==> src/design/psev_pkg.sv <==
`timescale 1ns / 1ps
// ----------------------------------------------------------------------------
// Postfix stack evaluator package
// Operation codes, status codes, command and state types shared by the blocks.
// ----------------------------------------------------------------------------
package psev_pkg;

   localparam int QUEUE_DEPTH = 4;
   localparam int QUEUE_AW    = 2;

   localparam logic [1:0] STATUS_OK        = 2'd0;
   localparam logic [1:0] STATUS_UNDERFLOW = 2'd1;
   localparam logic [1:0] STATUS_OVERFLOW  = 2'd2;
   localparam logic [1:0] STATUS_DIV_ZERO  = 2'd3;

   localparam logic [31:0] NUMBER_MAX = 32'h7FFF_FFFF;

   typedef enum logic [4:0] {
      OP_NONE, OP_ADD, OP_SUB, OP_MUL, OP_DIV, OP_MOD, OP_POW,
      OP_GT, OP_GE, OP_LT, OP_LE, OP_EQ, OP_NE,
      OP_NOT, OP_AND, OP_OR, OP_NAND, OP_NOR, OP_XOR, OP_XNOR
   } op_type;

   typedef struct packed {
      logic        push_en;
      logic [31:0] value;
      op_type      op;
      logic        fin;
   } cmd_type;

   typedef enum logic [3:0] {
      BK_FETCH, BK_OP, BK_RDA, BK_RDB, BK_EXEC, BK_WB, BK_FIN, BK_RDT
   } back_state_type;

endpackage

==> src/design/psev_front.sv <==
`timescale 1ns / 1ps
// ----------------------------------------------------------------------------
// Postfix evaluator front end
// Accepts characters, builds numbers from digit runs and classifies operators.
// ----------------------------------------------------------------------------
module psev_front
   import psev_pkg::*;
(
   input  logic       clock,
   input  logic       reset,
   input  logic       in_valid,
   output logic       in_ready,
   input  logic [7:0] char_in,
   input  logic       last,
   input  logic       q_full,
   output logic       q_wr,
   output cmd_type    q_data
);

   logic [31:0] acc_ff, acc_in;
   logic        innum_ff, innum_in;
   logic        accept, digit;
   logic [35:0] sum;
   logic [31:0] next_acc;
   op_type      op;

   always_comb begin
      case (char_in)
         "+":     op = OP_ADD;
         "-":     op = OP_SUB;
         "*":     op = OP_MUL;
         "/":     op = OP_DIV;
         "%":     op = OP_MOD;
         "^":     op = OP_POW;
         "H":     op = OP_GT;
         "I":     op = OP_GE;
         "J":     op = OP_LT;
         "K":     op = OP_LE;
         "L":     op = OP_EQ;
         "M":     op = OP_NE;
         "A":     op = OP_NOT;
         "B":     op = OP_AND;
         "C":     op = OP_OR;
         "D":     op = OP_NAND;
         "E":     op = OP_NOR;
         "F":     op = OP_XOR;
         "G":     op = OP_XNOR;
         default: op = OP_NONE;
      endcase
   end

   assign in_ready = !q_full;
   assign accept   = in_valid && in_ready;
   assign digit    = (char_in >= "0") && (char_in <= "9");
   assign sum      = {1'b0, acc_ff, 3'b000} + {3'b000, acc_ff, 1'b0}
                   + {32'd0, char_in[3:0]};
   assign next_acc = (sum > {4'd0, NUMBER_MAX}) ? NUMBER_MAX : sum[31:0];

   always_comb begin
      acc_in   = acc_ff;
      innum_in = innum_ff;
      q_wr     = 1'b0;
      q_data   = '{push_en: innum_ff, value: acc_ff, op: op, fin: last};
      if (digit) begin
         q_data = '{push_en: last, value: next_acc, op: OP_NONE, fin: last};
      end
      if (accept) begin
         q_wr = !digit || last;
         if (digit && !last) begin
            acc_in   = next_acc;
            innum_in = 1'b1;
         end else begin
            acc_in   = '0;
            innum_in = 1'b0;
         end
      end
   end

   always_ff @(posedge clock) begin
      if (reset) begin
         acc_ff   <= '0;
         innum_ff <= 1'b0;
      end else begin
         acc_ff   <= acc_in;
         innum_ff <= innum_in;
      end
   end

endmodule

==> config.mk <==
export PLATFORM = sky130hd
export DESIGN_NAME = psev_front
export DESIGN_NICKNAME = d
export VERILOG_FILES = /design/src/design/psev_pkg.sv /design/src/design/psev_front.sv
export SDC_FILE = /design/constraint.sdc
export NUM_CORES = 1
export LEC_CHECK = 0
export BUFFER_PORTS_ARGS = -buffer_cell sky130_fd_sc_hd__buf_2
export CAP_MARGIN = 20
export CORE_ASPECT_RATIO = 0.9
export CORE_UTILIZATION = 40
export DETAILED_ROUTE_END_ITERATION = 6
export PLACE_DENSITY = 0.62
export SYNTH_ARGS = -nofsm -noshare
export SYNTH_HDL_FRONTEND = slang
export SYNTH_SLANG_ARGS = --single-unit
==> constraint.sdc <==
create_clock -name clock -period 11.3 [get_ports clock]
set_clock_uncertainty 0.2 [all_clocks]
set_input_delay 0 -clock clock [delete_from_list [all_inputs] [get_ports clock]]
set_output_delay 0 -clock clock [all_outputs]
set_load 0.005 [all_outputs]
Yosys cells after proc, flatten, opt, wreduce, memory -nomap -nowiden
Index checks and enable logic that the tools add are counted.
{"block": "op_classes", "n_reduce_logical": 7, "mul": 0, "eq_ne": 19, "magnitude_cmp": 3, "div_mod_pow": 0, "muxes": 6, "addsub": 2, "bitwise_logic": 0, "shift": 0}
{"operator": "equality test 8 x 7 -> 1 bit (second input constant)", "n": 14}
{"operator": "one-hot mux 5 bit (19 select lines)", "n": 1}
{"operator": "two-way mux 32 bit", "n": 2}
{"operator": "equality test 8 x 6 -> 1 bit (second input constant)", "n": 5}
{"operator": "two-way mux 39 bit", "n": 1}
{"operator": "adder 35 x 33 -> 36 bit", "n": 1}
{"operator": "adder 36 x 4 -> 36 bit", "n": 1}
{"operator": "greater-than comparator 36 x 31 -> 1 bit (second input constant)", "n": 1}
{"operator": "greater-or-equal comparator 8 x 6 -> 1 bit (second input constant)", "n": 1}
{"operator": "less-or-equal comparator 8 x 6 -> 1 bit (second input constant)", "n": 1}
{"operator": "logical AND 1 bit", "n": 3}
{"operator": "logical NOT 1 bit", "n": 3}
{"operator": "two-way mux 1 bit", "n": 2}
{"operator": "logical OR 1 bit", "n": 1}
{"block": "totals", "mem_bits_ro": 0, "input_bits": 13, "n_memories": 0, "ramBits": 0, "out_inout_bits": 41, "register_bits": 33, "wordCells": 39, "latchBits": 0}

Longest topological paths before layout
Gate-level depths: netlist of run 1.
{"block": "depth", "word_depth": 5, "mapped_depth": 17, "mapped_depth_nobuf": 13}

Least setup slack after synthesis of run 1
Ideal clock, no wire load.
{"block": "synth_timing", "path_kind": "input-to-reg", "from": "input char_in[3]", "to": "register acc_ff[3]", "stages": 17, "t_arrival_ns": 3.561, "setup_ns": 0.070, "required_time_ns": 11.030, "setup_slack_ns": 7.470, "n_path_buf": 4, "cell_sequence": "clkbuf_1 > inv_1 > fa_1 > inv_1 > fa_1 > a21o_1 > a221oi_4 > a21oi_2 > o21a_1 > or3_1 > buf_2 > a311oi_2 > a2111oi_0 > and3_1 > buf_6 > buf_6 > o21ai_1"}
{"block": "synth_between", "elab_chain_cells": 4, "elab_cells_between_ends": 8, "classes_between": "add/sub: 1; order compare: 3; mux: 2; reduce/logical: 2"}
{"element": "start: declaration", "line_no": "psev_front.sv:13", "text": "input logic [7:0] char_in,"}
{"element": "adder 36 x 4 -> 36 bit, or another cell as far along", "line_no": "psev_front.sv:56", "text": "+ {32'd0, char_in[3:0]};"}
{"element": "greater-than comparator 36 x 31 -> 1 bit / logical AND 1 bit (equally long branches)", "line_no": "psev_front.sv:57, psev_front.sv:54"}
{"element": "two-way mux 32 bit / logical AND 1 bit (equally long branches)", "line_no": "psev_front.sv:57, psev_front.sv:69"}
{"element": "two-way mux 32 bit *", "line_no": "psev_front.sv:69", "text": "if (digit && !last) begin"}
{"element": "end signal: assignment", "line_no": "psev_front.sv:84", "text": "acc_ff <= acc_in;"}
{"element": "end: declaration", "line_no": "psev_front.sv:20", "text": "logic [31:0] acc_ff, acc_in;"}
Every way passes the cells marked *; elsewhere a longest branch is shown, timed or not.
A chain may end at the register's enable or synchronous reset.

==> results of run 1 <==
-- worst max-delay path, delay by kind of cell (launching register included) --
family | cells | cell delay, ns
fa+ha+maj | 2 | 0.76
buf+inv | 4 | 1.01
simple gates | 4 | 0.75
flops | 1 | 0.36
compound gates | 4 | 1.34
mux | 1 | 0.23
-- cell usage in the layout, fill, tap and decap left out, types with 9 or more instances in the layout --
cell type	instances
a21oi_1	44
a31oi_2	13
a31oi_4	13
buf_2	53
dfxtp_1	33
ha_1	63
inv_1	20
nand2_1	56
nand3_1	9
nor2_1	58
nor3_1	12
o21ai_0	41
o21ai_1	12
o21bai_1	23
xnor2_1	16
xor2_1	10
-- per-stage QoR --
| stage | area, sq um | util [%] |
|---|---|---|
| 2_1_floorplan | 4520 | - |
| 6_report | 4990 | 45.8 |
| 3_3_place_gp | 4820 | 44.2 |
| 3_5_place_dp | 4820 | 44.2 |
| 5_1_grt | 4990 | 45.8 |
| 4_1_cts | 4990 | 45.8 |
-- state kept, by name (all words and copies together), names as in the netlist --
name / cells
innum_ff: 1
acc_ff: 32
-- final cells by class --
cell class	instances	area (sq um)	share of cell area, %
multi-input cells	486	3590	71.9
flip-flops and latches	33	661	13.2
repair buffers	61	333	6.67
well taps	152	190	3.81
clock buffers	7	143	2.86
inverters	20	75.1	1.50
-- layer usage --
layer  track usage [%]  vias to the layer above  share of wire (%)
li1                  -                     2185                  -
met2              33.1                       88                 44
met5                 0                        -                  0
met4              5.09                        0                1.2
met1              26.6                     1971                 52
met3              2.94                       11                3.0
-- worst max path at each step --
stage	from	endpoint	cells after the start
after floorplan	char_in[3]	acc_ff[3]	17
after CTS	acc_ff[2]	q_data[33]	15
final	acc_ff[2]	q_data[6]	15
after detailed placement	acc_ff[2]	acc_ff[30]	14
after global placement	acc_ff[0]	q_data[6]	15
after global routing	acc_ff[2]	q_data[8]	15
-- power by group through the flow --
| stage | combinational, mW | sequential [mW] | clock, mW |
|---|---|---|---|
| 2_1_floorplan | 0.0160 | 0.119 | 0 |
| 5_1_grt | 0.0287 | 0.117 | 0.145 |
| 6_report | 0.0257 | 0.117 | 0.139 |
| 3_5_place_dp | 0.0249 | 0.119 | 0 |
| 4_1_cts | 0.0258 | 0.117 | 0.143 |
| 3_3_place_gp | 0.0244 | 0.119 | 0 |
-- logic make-up after synthesis --
kind of cell / Yosys count
flops: 33
fa+ha+maj: 65
buf+inv: 57
xor+xnor: 26
compound gates: 213
simple gates: 176
mux: 6
-- timing repair --
action / 4_1_cts / 5_1_grt
hold buffers: 3 / 0
endpoints found under the hold margin: 2 / 0
gates resized for setup: 0 / 0
==> results.cfg, run 1 <==
[timing]
fin_ws_ns = 6.28
worst_pin_slew_ns = 1.08
report.final.setup_viol = 0
fin_crit_sh_pct = 44.4
min_period_ns = 5.02
drv_slew = 0
max_freq_mhz = 199
hold_violations = 0
hold_ws_ns = 0.0156
max_slew_margin_pct = 26.3
setup_tns_ns = 0
rsz0062_at_grt = no

[final_layout]
final_cell_count_no_fill = 759
n_antenna_cell = 0
nets = 685
drive_above_1_share_pct = 16.5
areaGrowthSynthToFinish_pct = 10.4
final.fill_count = 1125

[synthesis]
synth_compound_area_share_pct = 36.9
netlist_area_sq_mm = 0.00452
synth_most_common_cell = ha_1
synth_top_family_by_area = compound AO/OA/AOI/OAI gates
synth_mux_area_share_pct = 1.38
ys_seq_elements = 33
ys_seq_area_share_pct = 14.6
synth_xor_area_share_pct = 5.04
synthAdderAreaFrac_pct = 18.3
mappedNetlistNets = 654
synthTopCellsByCount = ha_1 (63), nor2_1 (59), nand2_1 (56)
synth_cells = 576
yosysWarnings = 0
synthDistinctLibCells = 60
synth_top_cell_area_share_pct = 17.4
synth-simple-area-share_pct = 17.7
synthArstFlopShare_pct = 0
synth_edf_count = 0
yosys-top-cells-area = ha_1 (17%), dfxtp_1 (15%), a31oi_4 (6.1%)
synth_ff_type = dfxtp_1
synth_top_cell_by_area = ha_1
postSynthAreaPerCell_sq_um = 7.85

[power_and_ir_drop]
totalPowerFinal_mw = 0.281
swShare_pct = 24.1
seqPwrFrac_pct = 41.5
clockPowerShare_pct = 49.4
power_density_mw_per_mm2 = 56.4
share_comb_of_total_power_pct = 9.1
internal_power_mw = 0.214
ir_drop_mv = 0.0437
power.switching_mw = 0.0678
power.leakage_nw = 2.11

[worst_setup_path]
slowest_stage = buf_4
path_common_cell = inv_1
worstSetupStartpointType = flop
cp_data_arrival_time_ns = 4.82
regToRegSetupSlack_ns = 6.56
critPathKind = reg -> out
path_cells = inv_1 -> fa_1 -> inv_1 -> ha_1 -> a21oi_1 -> nand4b_1 -> a2111oi_0 -> nor2_1 -> and2_1 -> o21ai_0 -> mux2i_1 -> and3_2 -> buf_4 -> a22oi_1 -> buf_2
r2r-end = acc_ff[30]
regToRegStartpoint = acc_ff[2]
cp-end-kind = output pin
max_stage_delay_ns = 0.66
cp_max_fo = 62
reg2reg_depth = 14
required_ns = 11.10

[grt]
antenna_found_initial = 0
gr-total-overflow = 0
grtUsageTotal_pct = 19.7
grt_start_max_net_pins = 63
grt_pass1_vias = 3824
grt_pass1_wl_um = 18700

[clock_network]
clock_path_buffers = 2
clock-sinks = 33
cts_setup_buffers = 0
clk_pin_slew_ns = 0.06
cts_buffers = 5
clock_latency_ns = 0.28
tritoncts = done
h-tree-depth = 2
clockRootBuffer = clkbuf_16

[min_path]
holdPathStages = 2
hold_path_startpoint = last
hold_class = in -> out
whs_endpoint = q_data[0]

[status]
status = complete, no violations

[place]
dp.cells = 749
gp_congestion = 0.847
port_buffers = 53
preCtsSetupSlack_ns = 6.63
dp_hpwl_um = 8680

[die]
dieArea_sq_mm = 0.0117
start_util_pct = 41.5
num_rows = 36
design.portCount = 54
core-area_sq_mm = 0.0109
die-height_um = 103
die_x_um = 114

[drt]
wl_per_cell_um = 14.9
drtAntennaViolNets = 0
dr.pass1.iters = 5
first_iter_violations = 207
routed_wl_um = 11300
vias = 4255
routed_via_density = 5.61
remaining_drc_errors = 0

[job]
maxCapViolations = 0
Note: power is estimated with default switching activity, not from simulation.
==> run 2, diff against run 1 <==
clock period = 5 ns   (was 11.3 ns; I/O delays follow)
==> results.cfg, run 2 (synthesis gave the netlist of run 1 again) <==
[status]
status = complete, no violations

[final_layout]
areaGrowthSynthToFinish_pct = 10.7
fin_area_sq_mm = 0.00500
final_cell_count_no_fill = 761
nets = 687
reg_top3 = acc_ff: 32 flops, innum_ff: 1 flops
final_common_cell = ha_1
n_antenna_cell = 0
drive_above_1_share_pct = 16.7
mostFrequentLayoutCells = ha_1 (63), nor2_1 (58), nand2_1 (56)
multi_input_area_sq_mm = 0.00359
final.fill_count = 1129
regMostFlops = acc_ff
seq_area_sq_um = 661
utilization_pct = 45.9
largest_reg_flops = 32

[worst_setup_path]
required_ns = 4.80
regToRegStartpoint = acc_ff[0]
cp_data_arrival_time_ns = 4.38
worstSetupStartpointType = flop
critPathKind = reg -> out
crit_start = acc_ff[0]
cp_max_fo = 30
reg2reg_depth = 14
cp-end-kind = output pin
regToRegSetupSlack_ns = 0.73
r2r-end = acc_ff[13]

[clock_network]
cts-resized-gates = 0
clk_pin_slew_ns = 0.05
clockRootBuffer = clkbuf_16
clock_path_buffers = 2
h-tree-depth = 2
ctsHoldBuffers = 3
tritoncts = done
cts_setup_buffers = 0
clock-sinks = 33
clock_latency_ns = 0.29
cts_buffers = 5

[drt]
remaining_drc_errors = 0
routed_via_density = 5.62
routed_wl_um = 11300
dr.pass1.iters = 4
first_iter_violations = 245
drtAntennaViolNets = 0
vias = 4274
wl_per_cell_um = 14.9

[grt]
antenna_found_initial = 0
grtUsageTotal_pct = 19.7
gr-total-overflow = 0
grt_start_max_net_pins = 57
grt_pass1_vias = 3943
grt_pass1_wl_um = 18800

[place]
dpl_cell_area_sq_mm = 0.00482
port_buffers = 53
dp.cells = 750
gp_congestion = 0.882
dp_hpwl_um = 8840

[timing]
rsz0062_at_grt = no
drv_slew = 0
max_slew_margin_pct = 53.0
setup_tns_ns = 0
hold_violations = 0
report.final.setup_viol = 0
max_freq_mhz = 218
min_period_ns = 4.58
fin_crit_sh_pct = 91.7
worst_pin_slew_ns = 0.698

[power_and_ir_drop]
ir_drop_mv = 0.117
power.leakage_nw = 2.12
totalPowerFinal_mw = 0.635
power_density_mw_per_mm2 = 127

[min_path]
hold_class = in -> out
whs_endpoint = q_data[0]
holdPathStages = 2
hold_path_startpoint = last

[die]
design.portCount = 54
die-height_um = 103
start_util_pct = 41.5
num_rows = 36
die_x_um = 114
core-area_sq_mm = 0.0109
dieArea_sq_mm = 0.0117

[job]
maxCapViolations = 0
## run 2: cell types whose count changed in the layout (fill, tap and decap cells not counted)
cell | previous run | this run
buf_4 | 5 | 6
buf_2 | 53 | 54
## run 2: report_power, final
group	internal, mW	leakage (nW)	switching [mW]	total [mW]
sequential	0.264	0.266	0.000329	0.264
clock	0.196	0.0700	0.118	0.314
combinational	0.0234	1.78	0.0341	0.0576
total	0.483	2.12	0.153	0.635
## run 2: area by class of cell
cell class              count  area share [%]
multi-input cells         486            71.7
flip-flops and latches     33            13.2
repair buffers             63            6.90
well taps                 152            3.80
clock buffers               7            2.85
inverters                  20            1.50
## run 2: worst max path at each step
stage	to	slack, ns	cells past startpoint
floorplan	acc_ff[3]	1.17	17
global placement	q_data[17]	0.76	15
detailed placement	q_data[29]	0.75	15
CTS	q_data[29]	0.43	15
global route	q_data[17]	0.12	15
finish	q_data[29]	0.42	15
## run 2: worst max-delay path, cell delays in order (launching register included)
cell	delay, ns
dfxtp_1	0.34
inv_1	0.07
fa_1	0.49
inv_1	0.07
ha_1	0.28
a21oi_1	0.07
nand4b_1	0.21
a2111oi_0	0.63
nor2_1	0.13
and2_1	0.23
o21ai_0	0.38
mux2i_1	0.24
and3_2	0.20
buf_4	0.42
a31oi_2	0.15
buf_2	0.16
## run 2: per-layer routing
metal / global-route usage [%] / up-vias / share of wire [%]
met5: 0 / - / 0
met4: 5.09 / 0 / 1.4
met3: 2.82 / 14 / 4.1
met2: 33.1 / 91 / 45
met1: 26.6 / 1973 / 50
li1: - / 2196 / -
## run 2: per-stage QoR
stage / hold WS [ns] / setup slack, ns
after global placement: 0.0140 / 0.762
after global routing: 0.0261 / 0.121
final: 0.0159 / 0.417
after CTS: 0.00450 / 0.430
after detailed placement: 0.0129 / 0.750
after floorplan: -0.166 / 1.17
