`src/design/psev_pkg.sv`:
```
`timescale 1ns / 1ps
// ----------------------------------------------------------------------------
// Postfix stack evaluator package
// Operation codes, status codes, command and state types shared by the blocks.
// ----------------------------------------------------------------------------
package psev_pkg;

   localparam int QUEUE_DEPTH = 4;
   localparam int QUEUE_AW    = 2;

   localparam logic [1:0] STATUS_OK        = 2'd0;
   localparam logic [1:0] STATUS_UNDERFLOW = 2'd1;
   localparam logic [1:0] STATUS_OVERFLOW  = 2'd2;
   localparam logic [1:0] STATUS_DIV_ZERO  = 2'd3;

   localparam logic [31:0] NUMBER_MAX = 32'h7FFF_FFFF;

   typedef enum logic [4:0] {
      OP_NONE, OP_ADD, OP_SUB, OP_MUL, OP_DIV, OP_MOD, OP_POW,
      OP_GT, OP_GE, OP_LT, OP_LE, OP_EQ, OP_NE,
      OP_NOT, OP_AND, OP_OR, OP_NAND, OP_NOR, OP_XOR, OP_XNOR
   } op_type;

   typedef struct packed {
      logic        push_en;
      logic [31:0] value;
      op_type      op;
      logic        fin;
   } cmd_type;

   typedef enum logic [3:0] {
      BK_FETCH, BK_OP, BK_RDA, BK_RDB, BK_EXEC, BK_WB, BK_FIN, BK_RDT
   } back_state_type;

endpackage

```
`src/design/psev_queue.sv`:
```
`timescale 1ns / 1ps
// ----------------------------------------------------------------------------
// Command queue
// Short first-in first-out buffer between the front end and the stack engine.
// ----------------------------------------------------------------------------
module psev_queue
   import psev_pkg::*;
(
   input  logic    clock,
   input  logic    reset,
   input  logic    wr,
   input  cmd_type wdata,
   input  logic    rd,
   output cmd_type rdata,
   output logic    full,
   output logic    empty
);

   cmd_type             mem_ff [QUEUE_DEPTH];
   logic [QUEUE_AW-1:0] wp_ff, rp_ff;
   logic [QUEUE_AW:0]   cnt_ff;

   assign full  = (cnt_ff == (QUEUE_AW+1)'(QUEUE_DEPTH));
   assign empty = (cnt_ff == '0);
   assign rdata = mem_ff[rp_ff];

   always_ff @(posedge clock) begin
      if (wr) begin
         mem_ff[wp_ff] <= wdata;
      end
   end

   always_ff @(posedge clock) begin
      if (reset) begin
         wp_ff  <= '0;
         rp_ff  <= '0;
         cnt_ff <= '0;
      end else begin
         if (wr) begin
            wp_ff <= wp_ff + 1'b1;
         end
         if (rd) begin
            rp_ff <= rp_ff + 1'b1;
         end
         if (wr && !rd) begin
            cnt_ff <= cnt_ff + 1'b1;
         end else if (rd && !wr) begin
            cnt_ff <= cnt_ff - 1'b1;
         end
      end
   end

endmodule

```
`config.mk`:
```
export PLATFORM = sky130hd
export DESIGN_NAME = psev_queue
export DESIGN_NICKNAME = d
export VERILOG_FILES = /design/src/design/psev_pkg.sv /design/src/design/psev_queue.sv
export SDC_FILE = /design/constraint.sdc
export NUM_CORES = 1
export LEC_CHECK = 0
export BUFFER_PORTS_ARGS = -buffer_cell sky130_fd_sc_hd__buf_2
export CAP_MARGIN = 10
export CORE_UTILIZATION = 45
export CTS_CLUSTER_DIAMETER = 80
export CTS_CLUSTER_SIZE = 20
export DETAILED_ROUTE_END_ITERATION = 7
export PLACE_DENSITY = 0.68
export SYNTH_ARGS = -nofsm -noshare
export SYNTH_HDL_FRONTEND = slang
export SYNTH_SLANG_ARGS = --single-unit
```
`constraint.sdc`:
```
create_clock -name clock -period 2 [get_ports clock]
set_clock_uncertainty 0.2 [all_clocks]
set_input_delay 0.6 -clock clock [delete_from_list [all_inputs] [get_ports clock]]
set_output_delay 0.6 -clock clock [all_outputs]
set_load 0.03 [all_outputs]
```
# After elaboration in Yosys (flattened, before gate mapping)
# Memory sizes are Yosys's and may differ from the RTL's. A register that Yosys moved wholly into a read port is not among the register bits.
# Index checks and enable logic that the tools add are counted.
# classes
muxes	6
reduce_logical	6
addsub	4
eq_ne	1
# op_table
cell	count
2-to-1 mux 3 bit	2
adder 2 x 1 -> 2 bit, second input constant	2
2-to-1 mux 2 bit	2
adder 3 x 1 -> 3 bit, second input constant	1
equality test 3 bit, second input constant	1
logical NOT 3 bit	1
subtractor 3 x 1 -> 3 bit, second input constant	1
logical AND 1 bit	2
logical NOT 1 bit	2
2-to-1 mux 1 bit	2
nonzero test 2 bit	1
# totals
register_bits	7
in_bits	43
memories	1
word_cells	21
mem_bits_rw	156
# mem_list
memory	words	word_bits	read_ports	rd_ports_with_merged_regs	write_ports	line	rtl
mem_ff	4	39	1	1	1	psev_queue.sv:19	cmd_type mem_ff [QUEUE_DEPTH];

# Depth between registers and ports, before layout
# Gate-level depths: netlist of the first run.
# logic_depth
ltp_word	4
mapped_depth	7
ltp_nobuf	7

# Worst setup path before layout of the first run
# No wires, ideal clock.
# synth_timing
path_kind	input to register
from	in wr
to	mem mem_ff[0][0] in the netlist's numbering, enable pin
required_time_ps	1400
setup_slack_ps	-149
t_arrival_ps	1549
n_path_buf	0
path_stages	1
setup_time_ps	400
path_cell_list	and2_1
# synth_between
elab_chain_len	2
# synth_lines
item	line	rtl
start: declaration	psev_queue.sv:11	input logic wr,
2-to-1 mux 1 bit	psev_queue.sv:28	if (wr) begin
2-to-1 mux 1 bit (implied by the code)	psev_queue.sv:29	mem_ff[wp_ff] <= wdata;
end: declaration	psev_queue.sv:19	
# Every way passes these cells.

==> results of run 1 <==
==> kinds of logic after synthesis <==
family	synth area share, %
multiplexers	14.86
buffers and inverters	1.221
flip-flops	80.45
XOR/XNOR	0.7243
AND/OR/NAND/NOR	1.221
AO/OA/AOI/OAI	0.1654
adder cells (fa/ha/maj)	1.366
==> worst max-delay path: stages, from the launching register on <==
cell	delay (ps)
dfxtp_4	430
clkbuf_16	210
mux4_2	510
buf_6	160
==> per-layer routing <==
layer / part of all wire (%) / wire, µm
met5: 0 / 0
met3: 5.2 / 548
met4: 1.1 / 111
met1: 43 / 4534
met2: 51 / 5299
==> layout make-up <==
type / count / area, µm²
antenna: 1 / 2.502
fill: 942 / 5150
timing repair buffer: 100 / 932.1
clock buffer: 21 / 440.4
multi-input combinational: 69 / 1139
clock inverter: 9 / 107.6
tap: 172 / 215.2
sequential: 165 / 4872
inverter: 4 / 17.52
==> synth_stat cells (all sizes together) <==
| library cell | n |
|---|---|
| mux4 | 39 |
| or3 | 1 |
| and2 | 4 |
| mux2i | 2 |
| dfxtp | 9 |
| edfxtp | 156 |
| ha | 5 |
| xnor2 | 2 |
| nand2 | 1 |
| a21oi | 1 |
| nor3b | 1 |
| xor2 | 3 |
| fa | 1 |
| nor2 | 7 |
| clkbuf | 3 |
| nor3 | 1 |
| buf | 6 |
| inv | 4 |
| o21ai | 1 |
==> path summary, 6_finish.rpt <==
kind	end	slack [ps]
setup / recovery	rdata[6]	-520
hold / removal	mem_ff[2][11]$_DFFE_PP_	200
setup reg to reg	cnt_ff[2]$_SDFFE_PP0P_	330
hold reg to reg	cnt_ff[2]$_SDFFE_PP0P_	310
==> what timing repair did <==
item                                    4_1_cts  5_1_grt
hold endpoints to repair                      0        0
buffers inserted                              3        0
gates cloned                                  2        1
endpoints found under the setup margin       39       41
gates resized for setup                      81       11
==> registers in the layout, indices dropped and copies added (netlist names), named ones only <==
name	flops
mem_ff	156
wp_ff	2
rp_ff	2
cnt_ff	3
==> power groups by stage <==
stage	logic (mW)	registers [mW]	clock network, mW
2_1_floorplan	0.680	4.07	0
3_3_place_gp	0.998	4.08	0
3_5_place_dp	1.01	4.09	0
4_1_cts	1.22	4.02	3.08
5_1_grt	1.27	4.04	3.22
6_report	1.19	4.02	3.02
==> out/metrics.csv, run 1 <==
metric,value,unit
status,"complete, but fails checks",
failing checks,negative setup slack,
dpl ws,-184.2,ps
number of warnings issued by yosys,0,
Leak,2.640,nW
Syn Nets,296,
io pins,84,
core outline area,0.01288,mm²
worst hold path type,primary input to register,
synthesized area per cell,24.48,µm²
worst path arrival time,1720,ps
Clock Tree Buf Depth,2,
met2 usage,25.15,%
DP Cell Count,507,
Pins Over Slew Limit,0,
DP Area,0.006862,mm²
crit path max fanout,11,
PwrDens,1066,mW/mm²
H-tree levels,4,
met1 GRT Util,20.24,%
"most common cell after layout, fill and taps aside",edfxtp_1,
"commonest non-fill, non-tap cells in the layout","edfxtp_1 (156), buf_2 (42), buf_6 (41), mux4_2 (39), clkbuf_16 (18)",
largest net degree at the start of global routing,40,
part of the power in registers,48.9,%
Post-layout nets,406,
TritonCTS clock tree,yes,
DP HPWL,6021,µm
WHS Path Cells,1,
vias post-DR,2826,
switch share,23.02,%
M3 GR Usage,5.136,%
global route overflow,0,
crit path launch type,register,
Iter 0 DRT Violations,201,
FMAX,396.7,MHz
Clock Sinks,165,
Tightest Pin Transition,255.5,ps
number of placement rows,41,
Cells after Synth,247,
1st-pass router iterations,4,
"top cells by area, synth","edfxtp_1 (77%), mux4_2 (15%), dfxtp_1 (3.0%)",
Crit Reg-Reg Startpoint,cnt_ff[0]$_SDFFE_PP0P_,
Max VDD drop,0.6422,mV
area of the mapped netlist,0.006047,mm²
setup slack after layout,-520.9,ps
"CTS clk-pin slew, worst paths",60,ps
Max Cap Violations,0,
Placer Congestion,0.6886,
P&R area growth vs syn,27.77,%
Setup-failing EPs final,39,
routed len/inst,19.40,µm
P_int,6.342,mW
worst-skew pair later-pin latency,410,ps
GRT Resource Usage Total,15.90,%
top cell type's share of synthesized area,77.47,%
CTS Hold Bufs,0,
Residual DRC,0,
RSZ-0062 raised after global routing,yes,
slew margin rel.,82.96,%
initial antenna violation count,0,
critical path class,register to primary output,
layout cells sized above 1,48.64,%
Die Ht,117.9,µm
final std cells w/o fill,541,
#FFs+latches synth,165,
combinational fraction of design power,14.5,%
Final Routed Wirelength,10490,µm
R2R depth,4,
Tcrit/Tclk final,126.0,%
Sum Neg Setup Slack,-19540,ps
hold wc startpoint,wdata[11],
chip width,117.9,µm
Final Hold Viols,0,
Initial Utilization,46.96,%
vias in the first global route,2995,
die area,0.01391,mm²
Num CTS Buffers,17,
NetSw,1.897,mW
Port-buffer cells,83,
Synth cell types,21,
first-pass GRT wire length,15880,µm
antenna-violating nets left,0,
Worst EP required,1200,ps
busiest grt layer,met2,
hold slack,202.2,ps
Worst setup EP type,primary output,
total power,8.239,mW
min cycle time layout,2521,ps
"area leader, netlist",edfxtp_1,
utilization after layout,60.00,%
DR vias/cell,5.224,
"Seq/Total Area, Yosys",80.45,%
Root Driver,clkbuf_16,
"Design Area, Final",0.007726,mm²
Clock power frac,36.7,%
No activity file was read; power rests on OpenSTA's default activity.
==> run 2: changes to the inputs <==
--- a/config.mk
+++ b/config.mk
@@ -12,6 +12,7 @@
 export CTS_CLUSTER_SIZE = 20
 export DETAILED_ROUTE_END_ITERATION = 7
 export PLACE_DENSITY = 0.68
+export REMOVE_ABC_BUFFERS = 1
 export SYNTH_ARGS = -nofsm -noshare
 export SYNTH_HDL_FRONTEND = slang
 export SYNTH_SLANG_ARGS = --single-unit
==> run 2 against run 1 <==
  * The flow still finishes with violations (negative setup slack)
  * Final area is 0.62% lower
  * Worst setup slack better by 3.0 ps
  * Combinational power hardly changed
  * Via count is 3.4% lower
  * Die area stayed put
  * Critical path depth stayed put
==> out/metrics.csv, run 2 (synthesized netlist as in run 1, its figures left out) <==
metric,value,unit
Iter 0 DRT Violations,190,
PwrDens,1071,mW/mm²
initial antenna violation count,0,
layout cells sized above 1,47.98,%
Pins Over Slew Limit,0,
global route overflow,0,
core outline area,0.01288,mm²
Final Routed Wirelength,10130,µm
vias in the first global route,2951,
Final Hold Viols,0,
TritonCTS clock tree,yes,
"CTS clk-pin slew, worst paths",60,ps
largest net degree at the start of global routing,33,
failing checks,negative setup slack,
"most common cell after layout, fill and taps aside",edfxtp_1,
Tightest Pin Transition,224.0,ps
Placer Congestion,0.6771,
worst path arrival time,1720,ps
Post-layout nets,407,
H-tree levels,4,
utilization after layout,59.63,%
die area,0.01391,mm²
Max VDD drop,0.6705,mV
DR vias/cell,5.017,
Biggest register,mem_ff,
number of placement rows,41,
Port-buffer cells,83,
io pins,84,
Leak,2.639,nW
GRT Resource Usage Total,15.98,%
Initial Utilization,46.96,%
Clock Tree Buf Depth,2,
biggest regs,"mem_ff (156), cnt_ff (3)",
worst hold path type,primary input to register,
Residual DRC,0,
RSZ-0062 raised after global routing,yes,
hold slack,192.8,ps
slew margin rel.,85.05,%
chip width,117.9,µm
critical path class,register to primary output,
FMAX,397.2,MHz
Num CTS Buffers,17,
Largest register FFs,156,
first-pass GRT wire length,15920,µm
Setup-failing EPs final,39,
antenna-violating nets left,0,
crit path max fanout,4,
Tcrit/Tclk final,125.9,%
1st-pass router iterations,4,
status,"complete, but fails checks",
Clock Sinks,165,
min cycle time layout,2518,ps
Max Cap Violations,0,
"commonest non-fill, non-tap cells in the layout","edfxtp_1 (156), buf_2 (43), mux4_2 (39), buf_6 (35), clkbuf_16 (17)",
Worst EP required,1200,ps
crit path launch type,register,
dpl ws,-261.0,ps
vias post-DR,2729,
DP HPWL,6245,µm
Root Driver,clkbuf_16,
Die Ht,117.9,µm
setup slack after layout,-517.9,ps
routed len/inst,18.63,µm
P&R area growth vs syn,26.98,%
setup bufs post-CTS,0,
Worst setup EP type,primary output,
worst-skew pair later-pin latency,420,ps
run 2: changes by cell type in the layout (fill, tap and decap cells not counted), sizes merged:
cell	before	now
clkbuf	22	25
clkinv	2	1
bufinv	2	1
buf	99	101
run 2: worst paths after layout:
path,start,end,slack (ps),cells after the start
hold / removal,wdata[32],mem_ff[2][32]$_DFFE_PP_,190,1
setup reg to reg,cnt_ff[0]$_SDFFE_PP0P_,cnt_ff[2]$_SDFFE_PP0P_,280,4
setup / recovery,register,rdata[8],-520,3
hold reg to reg,cnt_ff[2]$_SDFFE_PP0P_,cnt_ff[2]$_SDFFE_PP0P_,300,2
run 2: repair_timing:
action	CTS	global route
gates resized for setup	74	5
endpoints found under the setup margin	40	41
hold buffers	0	0
run 2: worst max-delay path, stage by stage, from the launching register on:
cell	delay (ps)
dfxtp_4	400
buf_4	170
mux4_2	540
buf_4	190
run 2: cell type report:
| class | count | area [µm²] |
|---|---|---|
| diodes | 1 | 2.502 |
| clock buffers | 25 | 495.5 |
| flip-flops and latches | 165 | 4872 |
| well taps | 172 | 215.2 |
| clock inverters | 7 | 72.57 |
| repair buffers | 101 | 882.1 |
| inverters | 4 | 15.01 |
| multi-input cells | 69 | 1124 |
| fillers | 941 | 5197 |
run 2: power by group:
part | total, mW | switching [mW] | internal [mW]
clock network | 3.04 | 1.20 | 1.84
registers | 4.02 | 0.0587 | 3.96
logic | 1.16 | 0.621 | 0.537
total | 8.23 | 1.88 | 6.34
run 2: stage by stage:
| stage | cells | total power [mW] | area (µm²) | TNS (ps) |
|---|---|---|---|---|
| final | 544 | 8.226 | 7679 | -18300 |
| after floorplan | 238 | 4.726 | 5988 | -73600 |
| after detailed placement | 511 | 5.102 | 6864 | -2741 |
| after global placement | 511 | 5.080 | 6864 | -2616 |
| after CTS | 543 | 8.321 | 7661 | -19720 |
| after global routing | 543 | 8.520 | 7676 | -20790 |
run 2: layer usage:
layer	vias to the layer above	track usage, %	wire [µm]
met5	-	0	0
met4	0	6.250	136
met2	70	25.81	5021
li1	1253	-	-
met1	1393	19.74	4439
met3	13	5.620	537
==> run 3: changes to the inputs <==
--- a/config.mk
+++ b/config.mk
@@ -7,11 +7,14 @@
 export LEC_CHECK = 0
 export BUFFER_PORTS_ARGS = -buffer_cell sky130_fd_sc_hd__buf_2
 export CAP_MARGIN = 10
+export CORE_MARGIN = 2
 export CORE_UTILIZATION = 45
+export CTS_BUF_LIST = sky130_fd_sc_hd__clkbuf_8
 export CTS_CLUSTER_DIAMETER = 80
 export CTS_CLUSTER_SIZE = 20
 export DETAILED_ROUTE_END_ITERATION = 7
 export PLACE_DENSITY = 0.68
+export RECOVER_POWER = 50
 export REMOVE_ABC_BUFFERS = 1
 export SYNTH_ARGS = -nofsm -noshare
 export SYNTH_HDL_FRONTEND = slang
==> run 3 against run 2 <==
  * The run still ends with negative setup slack left
  * Critical path depth unchanged
  * Total power decreased by 8.9%
  * First-iteration DRC count decreased by 14%
  * Final area shrank 1.9%
  * Sequential cell count unchanged
  * Critical endpoint is now rdata[18]
  * Highest routed layer unchanged
==> out/metrics.csv, run 3 (synthesized netlist as in run 1, its figures left out) <==
metric,value,unit
biggest regs,"mem_ff (156), cnt_ff (3)",
CP peak stage delay,540,ps
Root Driver,clkbuf_8,
setup slack after layout,-519.8,ps
routed len/inst,18.55,µm
Final Routed Wirelength,10160,µm
Clock Sinks,165,
status,"complete, but fails checks",
Clock Tree Buf Depth,2,
Hold Path End,mem_ff[0][14]$_DFFE_PP_,
worst-skew pair later-pin latency,440,ps
core outline area,0.01319,mm²
Leak,2.514,nW
slew margin rel.,85.82,%
H-tree levels,4,
Sum Neg Setup Slack,-19130,ps
FMAX,396.9,MHz
die area,0.01438,mm²
Port-buffer cells,83,
TritonCTS clock tree,yes,
final std cells w/o fill,548,
initial antenna violation count,0,
met1 GRT Util,19.04,%
cells along the critical path,"buf_12, mux4_2, buf_6",
global route overflow,0,
Setup-failing EPs final,39,
largest net degree at the start of global routing,29,
dpl ws,-226.5,ps
Final Hold Viols,0,
antenna-violating nets left,0,
Tcrit/Tclk final,126.0,%
GRT Resource Usage Total,15.07,%
io pins,84,
Largest register FFs,156,
DP Area,0.006899,mm²
worst path arrival time,1720,ps
Die Ht,119.9,µm
vias post-DR,2771,
first-pass GRT wire length,15520,µm
met2 usage,23.69,%
M3 GR Usage,5.276,%
"commonest non-fill, non-tap cells in the layout","edfxtp_1 (156), buf_6 (41), clkbuf_1 (40), mux4_2 (39), clkbuf_8 (21)",
crit path launch type,register,
vias in the first global route,2846,
worst hold path type,primary input to register,
R2R depth,5,
number of placement rows,42,
RSZ-0062 raised after global routing,yes,
"CTS clk-pin slew, worst paths",90,ps
Pins Over Slew Limit,0,
failing checks,negative setup slack,
Placer Congestion,0.6834,
Tightest Pin Transition,212.7,ps
crit path max fanout,11,
"reg-to-reg slack, setup",160,ps
DR vias/cell,5.057,
1st-pass router iterations,4,
P&R area growth vs syn,24.56,%
hold slack,223.5,ps
"most common cell after layout, fill and taps aside",edfxtp_1,
total power,7.493,mW
utilization after layout,57.10,%
CTS Hold Bufs,0,
Initial Utilization,45.85,%
layout cells sized above 1,37.10,%
WHS Path Cells,1,
Iter 0 DRT Violations,164,
Worst EP required,1200,ps
busiest grt layer,met2,
# fillers,1031,
chip width,119.9,µm
Residual DRC,0,
PwrDens,994.8,mW/mm²
Num CTS Buffers,17,
DP HPWL,6256,µm
critical path's slowest cell,mux4_2,
DP Cell Count,514,
Max Cap Violations,0,
Crit Reg-Reg Startpoint,cnt_ff[0]$_SDFFE_PP0P_,
Biggest register,mem_ff,
min cycle time layout,2520,ps
reg-to-reg endpoint,cnt_ff[2]$_SDFFE_PP0P_,
Post-layout nets,408,
hold wc startpoint,wdata[14],
"Design Area, Final",0.007532,mm²
# diodes,0,
Max VDD drop,0.3693,mV
critical path class,register to primary output,
Worst setup EP type,primary output,
run 3: cell types whose count changed in the layout (fill, tap and decap cells not counted), moves of 6 or more:
| cell | previous run | this run |
|---|---|---|
| buf_2 | 43 | 3 |
| clkbuf_1 | 4 | 40 |
| clkbuf_16 | 17 | 0 |
| clkbuf_8 | 4 | 21 |
| buf_4 | 15 | 7 |
| buf_6 | 35 | 41 |
| inv_1 | 4 | 10 |
run 3: worst max path at each step:
stage                     startpoint                      to  cells after the start
after floorplan             register                rdata[0]                      1
after global placement            rd  cnt_ff[2]$_SDFFE_PP0P_                      8
after detailed placement          rd  cnt_ff[2]$_SDFFE_PP0P_                      8
after CTS                   register               rdata[18]                      3
after global routing        register               rdata[24]                      3
final                       register               rdata[18]                      3
run 3: timing repair:
action                     4_1_cts  5_1_grt
resized for setup               86        5
pin swaps                        0        2
setup buffers                    0        2
setup endpoints to repair       41       41
run 3: final cells by class:
type,count,area [µm²],area share [%]
inverter,4,15.01,0.1993
sequential,165,4881,64.80
clock buffer,21,289.0,3.837
clock inverter,11,97.59,1.296
timing repair buffer,102,899.6,11.94
tap,176,220.2,2.924
multi-input combinational,69,1130,15.00
run 3: worst max-delay path: cells and delay by family, from the launching register on:
family	cells	cell delay, ps
multiplexers	1	540
buffers and inverters	2	330
flip-flops	1	410
run 3: report_power, final:
part	leakage [nW]	switching, mW	internal [mW]
Clock	0.223	1.08	1.21
Sequential	1.51	0.0582	3.96
Combinational	0.781	0.628	0.555
Total	2.51	1.77	5.73
run 3: routing by layer:
layer | routed length [µm] | vias to the layer above
met2 | 5024 | 75
li1 | - | 1249
met5 | 0 | -
met3 | 523 | 18
met4 | 176 | 0
met1 | 4440 | 1429
